**config.mk**
```make
export PLATFORM = sky130hd
export DESIGN_NAME = websocket_frame_deframer_unmask
export DESIGN_NICKNAME = d
export VERILOG_FILES = /design/src/wsdf_pkg.sv /design/src/wsdf_front.sv /design/src/wsdf_queue.sv /design/src/wsdf_back.sv /design/src/websocket_frame_deframer_unmask.sv
export SDC_FILE = /design/constraint.sdc
export NUM_CORES = 1
export LEC_CHECK = 0
export ABC_AREA = 1
export BUFFER_PORTS_ARGS = -buffer_cell sky130_fd_sc_hd__buf_2
export CORE_MARGIN = 2
export CORE_UTILIZATION = 30
export CTS_BUF_LIST = sky130_fd_sc_hd__clkbuf_8
export CTS_CLUSTER_SIZE = 16
export DETAILED_ROUTE_END_ITERATION = 7
export PLACE_DENSITY_LB_ADDON = 0.1
export SYNTH_ARGS = -nofsm -noshare
export SYNTH_HDL_FRONTEND = slang
export SYNTH_SLANG_ARGS = --single-unit
```
**constraint.sdc**
```tcl
create_clock -name aclk -period 6.3 [get_ports aclk]
set_input_delay 1.26 -clock aclk [delete_from_list [all_inputs] [get_ports aclk]]
set_output_delay 1.26 -clock aclk [all_outputs]
set_load 0.01 [all_outputs]
```
**src/wsdf_pkg.sv**
```systemverilog
// shared types and constants for the websocket frame deframer
`default_nettype none

package wsdf_pkg;

    localparam int QUEUE_DEPTH = 2;

    localparam int IN_DATA_W  = 8;
    localparam int OUT_DATA_W = 88;

    localparam logic KIND_HEADER = 1'b0;
    localparam logic KIND_DATA   = 1'b1;

    localparam logic [6:0] LEN_CODE_16 = 7'h7e;
    localparam logic [6:0] LEN_CODE_64 = 7'h7f;

    // one queued result, key byte already selected for the payload lane
    typedef struct packed {
        logic        kind;
        logic        fin;
        logic [2:0]  reserved_bits;
        logic [3:0]  opcode;
        logic        masked;
        logic [63:0] payload_length;
        logic [7:0]  raw_byte;
        logic [7:0]  key_byte;
        logic        last_of_frame;
    } wsdf_entry_t;

endpackage

`default_nettype wire

```
**src/wsdf_front.sv**
```systemverilog
// front end: header parser, mask key capture and payload classification
`default_nettype none

module wsdf_front
    import wsdf_pkg::*;
(
    input  wire logic        aclk,
    input  wire logic        aresetn,
    input  wire logic        in_valid,
    output logic             in_ready,
    input  wire logic [7:0]  in_byte,
    input  wire logic        queue_full,
    output logic             push,
    output wsdf_entry_t      push_entry
);

    localparam logic [2:0] PH_HDR0   = 3'd0;
    localparam logic [2:0] PH_HDR1   = 3'd1;
    localparam logic [2:0] PH_EXTLEN = 3'd2;
    localparam logic [2:0] PH_MASK   = 3'd3;
    localparam logic [2:0] PH_DATA   = 3'd4;

    logic [2:0]  phase_reg, phase_next;
    logic [7:0]  hdr_byte_reg, hdr_byte_next;
    logic        mask_flag_reg, mask_flag_next;
    logic        long_len_reg, long_len_next;
    logic [63:0] len_reg, len_next;
    logic [2:0]  cnt_reg, cnt_next;
    logic [31:0] key_reg, key_next;
    logic [63:0] remain_reg, remain_next;
    logic [1:0]  key_idx_reg, key_idx_next;

    logic accept;
    logic go_after_len;
    logic hdr_done;
    logic [7:0] key_sel;

    assign in_ready = !queue_full;
    assign accept   = in_valid && in_ready;

    always_comb begin
        case (key_idx_reg)
            2'd0:    key_sel = key_reg[31:24];
            2'd1:    key_sel = key_reg[23:16];
            2'd2:    key_sel = key_reg[15:8];
            default: key_sel = key_reg[7:0];
        endcase
    end

    always_comb begin
        phase_next     = phase_reg;
        hdr_byte_next  = hdr_byte_reg;
        mask_flag_next = mask_flag_reg;
        long_len_next  = long_len_reg;
        len_next       = len_reg;
        cnt_next       = cnt_reg;
        key_next       = key_reg;
        remain_next    = remain_reg;
        key_idx_next   = key_idx_reg;
        go_after_len   = 1'b0;
        hdr_done       = 1'b0;
        push           = 1'b0;

        if (accept) begin
            case (phase_reg)
                PH_HDR1: begin
                    mask_flag_next = in_byte[7];
                    cnt_next       = 3'd0;
                    if (in_byte[6:0] == LEN_CODE_16 || in_byte[6:0] == LEN_CODE_64) begin
                        len_next      = 64'd0;
                        long_len_next = (in_byte[6:0] == LEN_CODE_64);
                        phase_next    = PH_EXTLEN;
                    end else begin
                        len_next      = {57'd0, in_byte[6:0]};
                        go_after_len  = 1'b1;
                    end
                end
                PH_EXTLEN: begin
                    len_next = {len_reg[55:0], in_byte};
                    cnt_next = cnt_reg + 3'd1;
                    if ((long_len_reg && cnt_reg == 3'd7) || (!long_len_reg && cnt_reg == 3'd1)) begin
                        go_after_len = 1'b1;
                    end
                end
                PH_MASK: begin
                    key_next = {key_reg[23:0], in_byte};
                    cnt_next = cnt_reg + 3'd1;
                    if (cnt_reg >= 3'd3) begin
                        hdr_done = 1'b1;
                    end
                end
                PH_DATA: begin
                    push         = 1'b1;
                    key_idx_next = key_idx_reg + 2'd1;
                    if (remain_reg != 64'd0) begin
                        remain_next = remain_reg - 64'd1;
                    end
                    if (remain_reg <= 64'd1) begin
                        phase_next = PH_HDR0;
                    end
                end
                default: begin
                    hdr_byte_next  = in_byte;
                    mask_flag_next = 1'b0;
                    long_len_next  = 1'b0;
                    len_next       = 64'd0;
                    cnt_next       = 3'd0;
                    key_next       = 32'd0;
                    remain_next    = 64'd0;
                    key_idx_next   = 2'd0;
                    phase_next     = PH_HDR1;
                end
            endcase
        end

        if (go_after_len) begin
            if (mask_flag_next) begin
                phase_next = PH_MASK;
                cnt_next   = 3'd0;
                key_next   = 32'd0;
            end else begin
                hdr_done = 1'b1;
            end
        end

        if (hdr_done) begin
            push         = 1'b1;
            remain_next  = len_next;
            key_idx_next = 2'd0;
            phase_next   = (len_next == 64'd0) ? PH_HDR0 : PH_DATA;
        end
    end

    always_comb begin
        push_entry.fin            = hdr_byte_reg[7];
        push_entry.reserved_bits  = hdr_byte_reg[6:4];
        push_entry.opcode         = hdr_byte_reg[3:0];
        push_entry.masked         = mask_flag_next;
        push_entry.payload_length = len_next;
        if (phase_reg == PH_DATA) begin
            push_entry.kind          = KIND_DATA;
            push_entry.raw_byte      = in_byte;
            push_entry.key_byte      = mask_flag_reg ? key_sel : 8'd0;
            push_entry.last_of_frame = (remain_reg <= 64'd1);
        end else begin
            push_entry.kind          = KIND_HEADER;
            push_entry.raw_byte      = 8'd0;
            push_entry.key_byte      = 8'd0;
            push_entry.last_of_frame = (len_next == 64'd0);
        end
    end

    always_ff @(posedge aclk) begin
        if (!aresetn) begin
            phase_reg     <= PH_HDR0;
            hdr_byte_reg  <= 8'd0;
            mask_flag_reg <= 1'b0;
            long_len_reg  <= 1'b0;
            len_reg       <= 64'd0;
            cnt_reg       <= 3'd0;
            key_reg       <= 32'd0;
            remain_reg    <= 64'd0;
            key_idx_reg   <= 2'd0;
        end else begin
            phase_reg     <= phase_next;
            hdr_byte_reg  <= hdr_byte_next;
            mask_flag_reg <= mask_flag_next;
            long_len_reg  <= long_len_next;
            len_reg       <= len_next;
            cnt_reg       <= cnt_next;
            key_reg       <= key_next;
            remain_reg    <= remain_next;
            key_idx_reg   <= key_idx_next;
        end
    end

`ifndef ASSERT_OFF
    a_data_remain_nonzero: assert property (@(posedge aclk) disable iff (!aresetn)
        phase_reg == PH_DATA |-> remain_reg != 64'd0)
        else $error("payload phase with nothing left to receive");

    a_header_opens_payload: assert property (@(posedge aclk) disable iff (!aresetn)
        push && push_entry.kind == KIND_HEADER && !push_entry.last_of_frame
        |=> phase_reg == PH_DATA && key_idx_reg == 2'd0)
        else $error("header result did not open the payload");

    a_last_closes_frame: assert property (@(posedge aclk) disable iff (!aresetn)
        push && push_entry.last_of_frame |=> phase_reg == PH_HDR0)
        else $error("frame end did not return to header parsing");
`endif

endmodule

`default_nettype wire

```
**src/wsdf_queue.sv**
```systemverilog
// small register queue between the parser and the output stage
`default_nettype none

module wsdf_queue
    import wsdf_pkg::*;
#(
    parameter int DEPTH = QUEUE_DEPTH
) (
    input  wire logic        aclk,
    input  wire logic        aresetn,
    input  wire logic        push,
    input  wire wsdf_entry_t push_entry,
    input  wire logic        pop,
    output wsdf_entry_t      head,
    output logic             not_empty,
    output logic             full
);

    localparam int PW = (DEPTH > 1) ? $clog2(DEPTH) : 1;
    localparam int CW = $clog2(DEPTH + 1);
    localparam logic [PW-1:0] LAST_PTR = PW'(DEPTH - 1);
    localparam logic [CW-1:0] FULL_CNT = CW'(DEPTH);

    wsdf_entry_t   slot_reg [DEPTH];
    logic [PW-1:0] wr_ptr_reg, wr_ptr_next;
    logic [PW-1:0] rd_ptr_reg, rd_ptr_next;
    logic [CW-1:0] count_reg, count_next;

    assign head      = slot_reg[rd_ptr_reg];
    assign not_empty = (count_reg != '0);
    assign full      = (count_reg == FULL_CNT);

    always_comb begin
        wr_ptr_next = wr_ptr_reg;
        rd_ptr_next = rd_ptr_reg;
        count_next  = count_reg;
        if (push) begin
            wr_ptr_next = (wr_ptr_reg == LAST_PTR) ? '0 : wr_ptr_reg + PW'(1);
        end
        if (pop) begin
            rd_ptr_next = (rd_ptr_reg == LAST_PTR) ? '0 : rd_ptr_reg + PW'(1);
        end
        if (push && !pop) begin
            count_next = count_reg + CW'(1);
        end else if (pop && !push) begin
            count_next = count_reg - CW'(1);
        end
    end

    always_ff @(posedge aclk) begin
        if (push) begin
            slot_reg[wr_ptr_reg] <= push_entry;
        end
    end

    always_ff @(posedge aclk) begin
        if (!aresetn) begin
            wr_ptr_reg <= '0;
            rd_ptr_reg <= '0;
            count_reg  <= '0;
        end else begin
            wr_ptr_reg <= wr_ptr_next;
            rd_ptr_reg <= rd_ptr_next;
            count_reg  <= count_next;
        end
    end

endmodule

`default_nettype wire

```
**src/wsdf_back.sv**
```systemverilog
// back end: payload unmasking and the output register
`default_nettype none

module wsdf_back
    import wsdf_pkg::*;
(
    input  wire logic        aclk,
    input  wire logic        aresetn,
    input  wire wsdf_entry_t head,
    input  wire logic        not_empty,
    output logic             pop,
    output logic             out_valid,
    input  wire logic        out_ready,
    output wsdf_entry_t      out_entry
);

    logic        valid_reg;
    wsdf_entry_t data_reg;
    wsdf_entry_t data_next;

    assign pop = not_empty && (!valid_reg || out_ready);

    always_comb begin
        data_next          = head;
        data_next.raw_byte = head.raw_byte ^ head.key_byte;
        data_next.key_byte = 8'd0;
    end

    always_ff @(posedge aclk) begin
        if (!aresetn) begin
            valid_reg <= 1'b0;
        end else if (pop) begin
            valid_reg <= 1'b1;
        end else if (out_ready) begin
            valid_reg <= 1'b0;
        end
    end

    always_ff @(posedge aclk) begin
        if (pop) begin
            data_reg <= data_next;
        end
    end

    assign out_valid = valid_reg;
    assign out_entry = data_reg;

endmodule

`default_nettype wire

```
**src/websocket_frame_deframer_unmask.sv**
```systemverilog
// WebSocket frame deframer: byte stream in, header and unmasked payload results out
//
// s_ side takes one received byte per beat (s_tdata[7:0]); there is no tlast,
// frames are found from their own headers. m_ side gives one result per beat:
// a header result once the header (two bytes, extended length, mask key) is
// complete, then one result per payload byte with the mask key applied.
// m_tuser is the kind (0 header, 1 payload byte), m_tlast ends the frame; a
// zero-length frame ends on its header result.
// throughput is one byte per cycle while the queue is not full, limited by the
// single parser step in the front end; each result passes through the queue and
// then the output register before it is presented on m_.
// results pass through a QUEUE_DEPTH entry queue and a one-beat output register,
// so while m_tready is low the block keeps taking bytes until that queue and
// the output register are full; s_tready then stays low until the receiver
// takes a beat. Header bytes and mask key bytes give no result of their own.
// synchronous reset clears the parser to the first header byte and empties the
// queue and output register.
`default_nettype none

module websocket_frame_deframer_unmask
    import wsdf_pkg::*;
#(
    parameter int QUEUE_DEPTH_P = QUEUE_DEPTH
) (
    input  wire logic                  aclk,
    input  wire logic                  aresetn,
    input  wire logic                  s_tvalid,
    output logic                       s_tready,
    input  wire logic [IN_DATA_W-1:0]  s_tdata,   // in_byte[7:0]
    output logic                       m_tvalid,
    input  wire logic                  m_tready,
    output logic [OUT_DATA_W-1:0]      m_tdata,   // fin, reserved_bits[3], opcode[4], masked,
                                                  // payload_length[64], data_byte[8], zero pad
    output logic                       m_tuser,   // kind
    output logic                       m_tlast
);

    logic        q_full;
    logic        q_not_empty;
    logic        q_push;
    logic        q_pop;
    wsdf_entry_t q_push_entry;
    wsdf_entry_t q_head;
    wsdf_entry_t res;

    wsdf_front u_front (
        .aclk       (aclk),
        .aresetn    (aresetn),
        .in_valid   (s_tvalid),
        .in_ready   (s_tready),
        .in_byte    (s_tdata),
        .queue_full (q_full),
        .push       (q_push),
        .push_entry (q_push_entry)
    );

    wsdf_queue #(
        .DEPTH (QUEUE_DEPTH_P)
    ) u_queue (
        .aclk       (aclk),
        .aresetn    (aresetn),
        .push       (q_push),
        .push_entry (q_push_entry),
        .pop        (q_pop),
        .head       (q_head),
        .not_empty  (q_not_empty),
        .full       (q_full)
    );

    wsdf_back u_back (
        .aclk      (aclk),
        .aresetn   (aresetn),
        .head      (q_head),
        .not_empty (q_not_empty),
        .pop       (q_pop),
        .out_valid (m_tvalid),
        .out_ready (m_tready),
        .out_entry (res)
    );

    assign m_tdata = {7'd0, res.raw_byte, res.payload_length, res.masked,
                      res.opcode, res.reserved_bits, res.fin};
    assign m_tuser = res.kind;
    assign m_tlast = res.last_of_frame;

endmodule

`default_nettype wire
```
## Word level (Yosys, flattened, before mapping)

Memory sizes are Yosys's and may differ from the RTL's. A register that Yosys moved wholly into a read port is not among the register bits.
Index checks and enable logic that the tools add are counted.

- Bits in latches: 0
- ROM bits: 0
- Input port bits: 12
- Output and inout bits: 92
- Memory bits (writable): 182
- Logic and storage cells: 135
- Memories: 1
- Register bits after elaboration: 266

- Add/sub/neg operators: 7
- $mul: 0
- Equality and inequality tests: 14
- Reductions and logical operators: 32
- Shifts and indexed selects: 0
- $lt $le $gt $ge: 2
- Bitwise logic cells: 5
- Muxes and demuxes: 53
- Div/mod/pow operators: 0

Memories:

| name | depth | bits a word | read ports | clocked after memory_dff | wr ports | RTL line | source |
|---|---|---|---|---|---|---|---|
| u_queue.slot_reg | 2 | 91 | 1 | 1 | 1 | wsdf_queue.sv:24 | `wsdf_entry_t slot_reg [DEPTH];` |

Operator list:

| kind | count |
|---|---|
| 64-bit 2-to-1 mux | 4 |
| 64-bit one-hot mux with 3 select lines | 1 |
| 64-bit one-hot mux with 2 select lines | 1 |
| 32-bit 2-to-1 mux | 3 |
| 64-bit by 1-bit <= comparator with 1-bit output (second input constant) | 1 |
| 64-bit zero test | 1 |
| 32-bit one-hot mux with 2 select lines | 1 |
| 64-bit nonzero test | 1 |
| 64-bit by 1-bit subtractor with 64-bit output (second input constant) | 1 |
| 3-bit 2-to-1 mux | 10 |
| 8-bit one-hot mux with 3 select lines | 1 |
| 1-bit 2-to-1 mux | 21 |
| 17-bit 2-to-1 mux | 1 |
| 7-bit equality test (second input constant) | 2 |
| 3-bit one-hot mux with 3 select lines | 1 |
| 3-bit OR reduction | 3 |
| 8-bit 2-to-1 mux | 1 |
| 2-bit nonzero test | 4 |
| 8-bit bitwise XOR | 1 |
| 7-bit 2-to-1 mux | 1 |
| 3-bit by 1-bit equality test with 1-bit output (second input constant) | 2 |
| 3-bit by 2-bit equality test with 1-bit output (second input constant) | 2 |
| 3-bit equality test (second input constant) | 2 |
| 1-bit logical AND | 6 |
| other kinds (21) | 41 |

## Depth between registers and ports, before layout

- Depth after elaboration: 12
- Depth in mapped cells: 18
- Gate-level depth less buffers: 16

## Hierarchy

Synthesis repeated with hierarchy kept, for this count alone.

- Cell total of the unflattened synthesis: 2179
- Area total of the unflattened synthesis: 20463.4 µm²

Modules (own cells, without submodules):

| module | times used | cells each | seq. area each (µm²) | area each (µm²) |
|---|---|---|---|---|
| wsdf_front | 1 | 1746 | 3563.4 | 10482.6 |
| wsdf_queue | 1 | 318 | 5565.3 | 7247.0 |
| wsdf_back | 1 | 107 | 2512.4 | 2677.6 |
| websocket_frame_deframer_unmask | 1 | 8 | 0.0 | 56.3 |

## Worst setup path before layout

Ideal clock, no wire load.

- Path kind: in2reg
- Start point: input port m_tready
- End point: register u_queue.count_reg[1]
- Data required time: 6178 ps
- Arrival: 6528 ps
- Buffers on the path: 0
- Cell stages on the path: 8
- Library setup time: 122 ps
- Slack: -351 ps
- Cell sequence: nor2_1 > a21oi_1 > inv_1 > ha_1 > a21oi_1 > o21ai_0 > o21ai_0 > a21oi_1

- Longest elaborated chain between the ends: 5
- Elaborated cells between the ends (all ways): 7
- Those cells by class: mux (1); reduce/logical (6)

Ends and longest elaborated chain:

| what | RTL line | source |
|---|---|---|
| from (decl) | websocket_frame_deframer_unmask.sv:31 | `input wire logic m_tready,` |
| 1-bit logical OR * | wsdf_back.sv:21 | `assign pop = not_empty && (!valid_reg \|\| out_ready);` |
| 1-bit logical AND * | wsdf_back.sv:21 |  |
| via q_pop | websocket_frame_deframer_unmask.sv:41 | `logic q_pop;` |
| 1-bit zero test | wsdf_queue.sv:43 | `if (push && !pop) begin` |
| 1-bit logical AND | wsdf_queue.sv:43 |  |
| 2-bit 2-to-1 mux or 2-bit nonzero test (tied branches) | - |  |
| to (signal assigned) | wsdf_queue.sv:64 | `count_reg <= count_next;` |
| to (decl) | wsdf_queue.sv:27 | `logic [CW-1:0] count_reg, count_next;` |

Mark *: on every way through the listed nets, which the timed path passes. The rest lies on a longest branch.
A chain may end at the register's enable or synchronous reset.

## Final worst setup path

- Start point: input port s_tdata[6]
- End point: memory u_queue.slot_reg[1][22] (netlist name), enable pin

- Longest elaborated chain between the ends: 9
- Elaborated cells between the ends (all ways): 10
- Those cells by class: eq/ne (2); mux (7); reduce/logical (1)

Ends and longest elaborated chain:

| what | RTL line | source |
|---|---|---|
| from (decl) | websocket_frame_deframer_unmask.sv:29 | `input wire logic [IN_DATA_W-1:0] s_tdata,` |
| 7-bit equality test | wsdf_front.sv:69 | `if (in_byte[6:0] == LEN_CODE_16 \|\| in_byte[6:0] == LEN_CODE_64) begin` |
| 1-bit logical OR * | wsdf_front.sv:69 |  |
| 1-bit 2-to-1 mux * | wsdf_front.sv:69 |  |
| 1-bit one-hot mux with 2 select lines * | wsdf_front.sv:65 | `case (phase_reg)` |
| 1-bit 2-to-1 mux * | wsdf_front.sv:64 | `if (accept) begin` |
| 1-bit 2-to-1 mux * | wsdf_front.sv:116 | `if (go_after_len) begin` |
| 1-bit 2-to-1 mux * | wsdf_front.sv:126 | `if (hdr_done) begin` |
| 1-bit 2-to-1 mux * | wsdf_queue.sv:51 | `if (push) begin` |
| 1-bit 2-to-1 mux (implied by the code) * | wsdf_queue.sv:52 | `slot_reg[wr_ptr_reg] <= push_entry;` |
| to (decl) | wsdf_queue.sv:24 |  |

Mark *: on every way between the ends. The rest lies on a longest branch, timed or not.

==> impl_metrics.tcl <==
set metrics [dict create \
    ys_ff_latch 449 \
    yosys.area.top_type_share_pct 39.80 \
    worst_setup_path_start_kind "primary input" \
    slew_violations 0 \
    htree_num_levels 3 \
    grt_pass1_vias 14558 \
    cts_root_buf "clkbuf_8" \
    drtIter0Drc 1204 \
    drive_above_1_share_pct 15.16 \
    post-route-period-util_pct 60.26 \
    track_usage_pct 16.94 \
    fin_tns_setup_ns 0 \
    synth_compound_area_share_pct 9.180 \
    critPathTopFamily "simple AND/OR/NAND/NOR gates" \
    holdWs_ns 0.4538 \
    synth_cells 2165 \
    p_leak_uw 0.009033 \
    yosysMostFrequentCell "nand2_1" \
    critPathMaxFanout 46 \
    dieArea_sq_um 68730 \
    grt_max_degree 69 \
    cp_cell_sequence "buf_2, nand2_1, nor2_1, nand2_1, nand2_2, o21ai_2, nand2_1, nand2_2, nand2_4, o21ai_0, nand2_1, clkinv_2, buf_12" \
    final_hold_viol_count 0 \
    cts_tree "built" \
    setup-violations-final 0 \
    crit_path_frequent_cell "nand2_1" \
    antenna_found_initial 2 \
    pwr-share-comb_pct 29.0 \
    rows 94 \
    vias_per_cell 4.745 \
    insertion_delay_ns 0.67 \
    cp.arrival_ns 4.17 \
    synth-simple-area-share_pct 20.34 \
    place_hpwl_microns 40310 \
    num_vias 15185 \
    status "finished clean" \
    syn_avg_cell_area_sq_um 9.236 \
    die_w_microns 262.2 \
    synth_top_area_cell "edfxtp_1" \
    rsz0062_at_grt "false" \
    dr.pass1.iters 6 \
    synthArstFlopShare_pct 0 \
    critical_path_class "in -> reg" \
    io_pins 104 \
    hold_class "reg -> reg" \
    wl_microns 58600 \
    nNetsFinal 2293 \
    start_util_pct 30.36 \
    ctsHoldBuffers 0 \
    synth-edff-count 265 \
    yosys.cell_types.count 45 \
    seq_area_frac_synth_pct 58.22 \
    cp_data_required_time_ns 6.67 \
    synth_fa_ha_area_share_pct 0.6883 \
    cp_slowest_cell "clkinv_2" \
    total_power_uw 9536 \
    cp.buffers_inverters 3 \
    area_growth_pct 14.39 \
    gr-usage-met3_pct 2.614 \
    end_kind "flip-flop" \
    ctsResizeCount 0 \
    wl_per_cell_microns 18.31 \
    antenna_left 0 \
    reg2reg_depth 10 \
    finalWeightedCongestion 0.8268 \
    io_buffers 96 \
    grt_util_met2_pct 25.18 \
    post-cts-setup-buffers 0 \
    route.detailed.drc 0 \
    cts_buffers 81 \
    synthFlopType "edfxtp_1" \
    maxCapViolations 0 \
    core_sq_um 65860 \
    use_met1_pct 24.79 \
    die-height_microns 262.2 \
    synth_top_family_by_area "simple AND/OR/NAND/NOR gates" \
    busiest_layer "met2" \
    p_sw_share_pct 36.08 \
    seq_power_share_pct 42.5 \
    synth_xor_area_share_pct 1.708 \
    synthMuxAreaShare_pct 4.224 \
    critPathMaxStageDelay_ns 0.60 \
    clock-sinks 449 \
    yosys_warnings 0 \
    internal_power_uw 6095 \
    tightest_slew_ns 1.111 \
    min_path_cells 1 \
    min_period_ns 3.796 \
    power_density_nw_per_um2 416.9 \
    fill_cells 6794 \
    syn-cell-area_sq_um 20000 \
    cts_max_path_buffers 3 \
    vdd.ir_drop.worst_uv 138.7 \
    synthTopCellsByArea "edfxtp_1 40%, dfxtp_1 18%, nand2_1 9.4%" \
    grt_pass1_wl_microns 87910 \
    net-switching-power_uw 3441 \
    largest_reg_flops 182 \
    overflow 0 \
    max_freq_mhz 263.4 \
    slew-limit-headroom_pct 25.86 \
    finClkSkew_ns 0.03178 \
    clkPwrFrac_pct 28.6 \
    path_depth 13 \
    synthTopCellsByCount "501 x nand2_1, 391 x nor2_1, 265 x edfxtp_1" \
    path_clk_slew_ns 0.06 \
]
==> power by group through the flow <==
stage | registers [uW] | logic (uW) | clock network (uW)
6_report | 4050 | 2760 | 2720
5_1_grt | 4110 | 3080 | 2950
4_1_cts | 4060 | 2800 | 2820
3_5_place_dp | 4110 | 2790 | 0
3_3_place_gp | 4100 | 2790 | 0
2_1_floorplan | 4180 | 1820 | 0
==> per-stage QoR <==
stage	cells	instance area (sq um)	setup WS, ns	utilization (%)
after floorplan	2171	20020	1.624	-
final	3200	22870	2.504	34.73
after detailed placement	3051	21260	1.819	32.28
after CTS	3199	22870	2.532	34.72
after global routing	3200	22870	2.254	34.73
after global placement	3051	21260	1.813	32.28
==> layout make-up <==
class                      instances  area [sq um]  area share (%)
timing repair buffer             119         678.2           2.965
sequential                       449         11640           50.91
inverter                         154         580.6           2.538
antenna                            1         2.502         0.01094
tap                              864          1081           4.726
clock inverter                    52         287.8           1.258
multi-input combinational       1465          7277           31.81
clock buffer                      96          1321           5.776
==> logic make-up after synthesis <==
kind of cell,after synthesis
DFF,449
and+or+nand+nor,1011
other,1
adders and majority gates,11
muxes,75
xor gates and xnor gates,39
AOI/OAI and AO/OA,322
buffers and inverters,257
==> routing by layer <==
layer | part of all wire, % | up-vias
li1 | - | 7428
met3 | 5.1 | 82
met5 | 0 | -
met4 | 2.5 | 0
met1 | 49 | 7303
met2 | 43 | 372
==> worst paths after layout <==
kind,startpoint,end,slack [ns]
setup / recovery,s_tdata[6],u_queue.slot_reg[1][22]$_DFFE_PP_,2.50
hold / removal,u_queue.rd_ptr_reg$_SDFFE_PN0P_,flip-flop,0.45
setup reg to reg,u_front.phase_reg[0]$_SDFF_PP0_,u_queue.slot_reg[1][22]$_DFFE_PP_,2.67
hold reg to reg,u_queue.rd_ptr_reg$_SDFFE_PN0P_,flip-flop,0.45
==> cell usage in the layout (no fill, tap or decap), types with 4 or more instances in the layout <==
| cell | netlist | final |
|---|---|---|
| mux2_2 | 75 | 75 |
| a211oi_1 | 8 | 8 |
| nand2_2 | 12 | 13 |
| clkinv_2 | 0 | 10 |
| nor4_1 | 4 | 4 |
| clkbuf_8 | 0 | 96 |
| nor3_1 | 20 | 20 |
| buf_2 | 18 | 96 |
| nor2_2 | 5 | 6 |
| ha_1 | 11 | 11 |
| edfxtp_1 | 265 | 265 |
| nor2_4 | 5 | 5 |
| a22oi_1 | 24 | 24 |
| nor2_1 | 391 | 390 |
| inv_2 | 7 | 7 |
| a311oi_1 | 8 | 8 |
| nand2_1 | 501 | 500 |
| buf_4 | 10 | 21 |
| nand4_1 | 6 | 6 |
| inv_1 | 147 | 174 |
| o22ai_1 | 15 | 15 |
| xor2_1 | 21 | 21 |
| xnor2_1 | 18 | 18 |
| a21oi_1 | 114 | 113 |
| nand3_1 | 56 | 56 |
| dfxtp_1 | 184 | 183 |
| conb_1 | 1 | 7 |
| clkinv_1 | 0 | 10 |
| a211oi_2 | 6 | 6 |
| o21ai_0 | 121 | 121 |
| o21ai_1 | 13 | 13 |
Note: power is estimated with default switching activity, not from simulation.
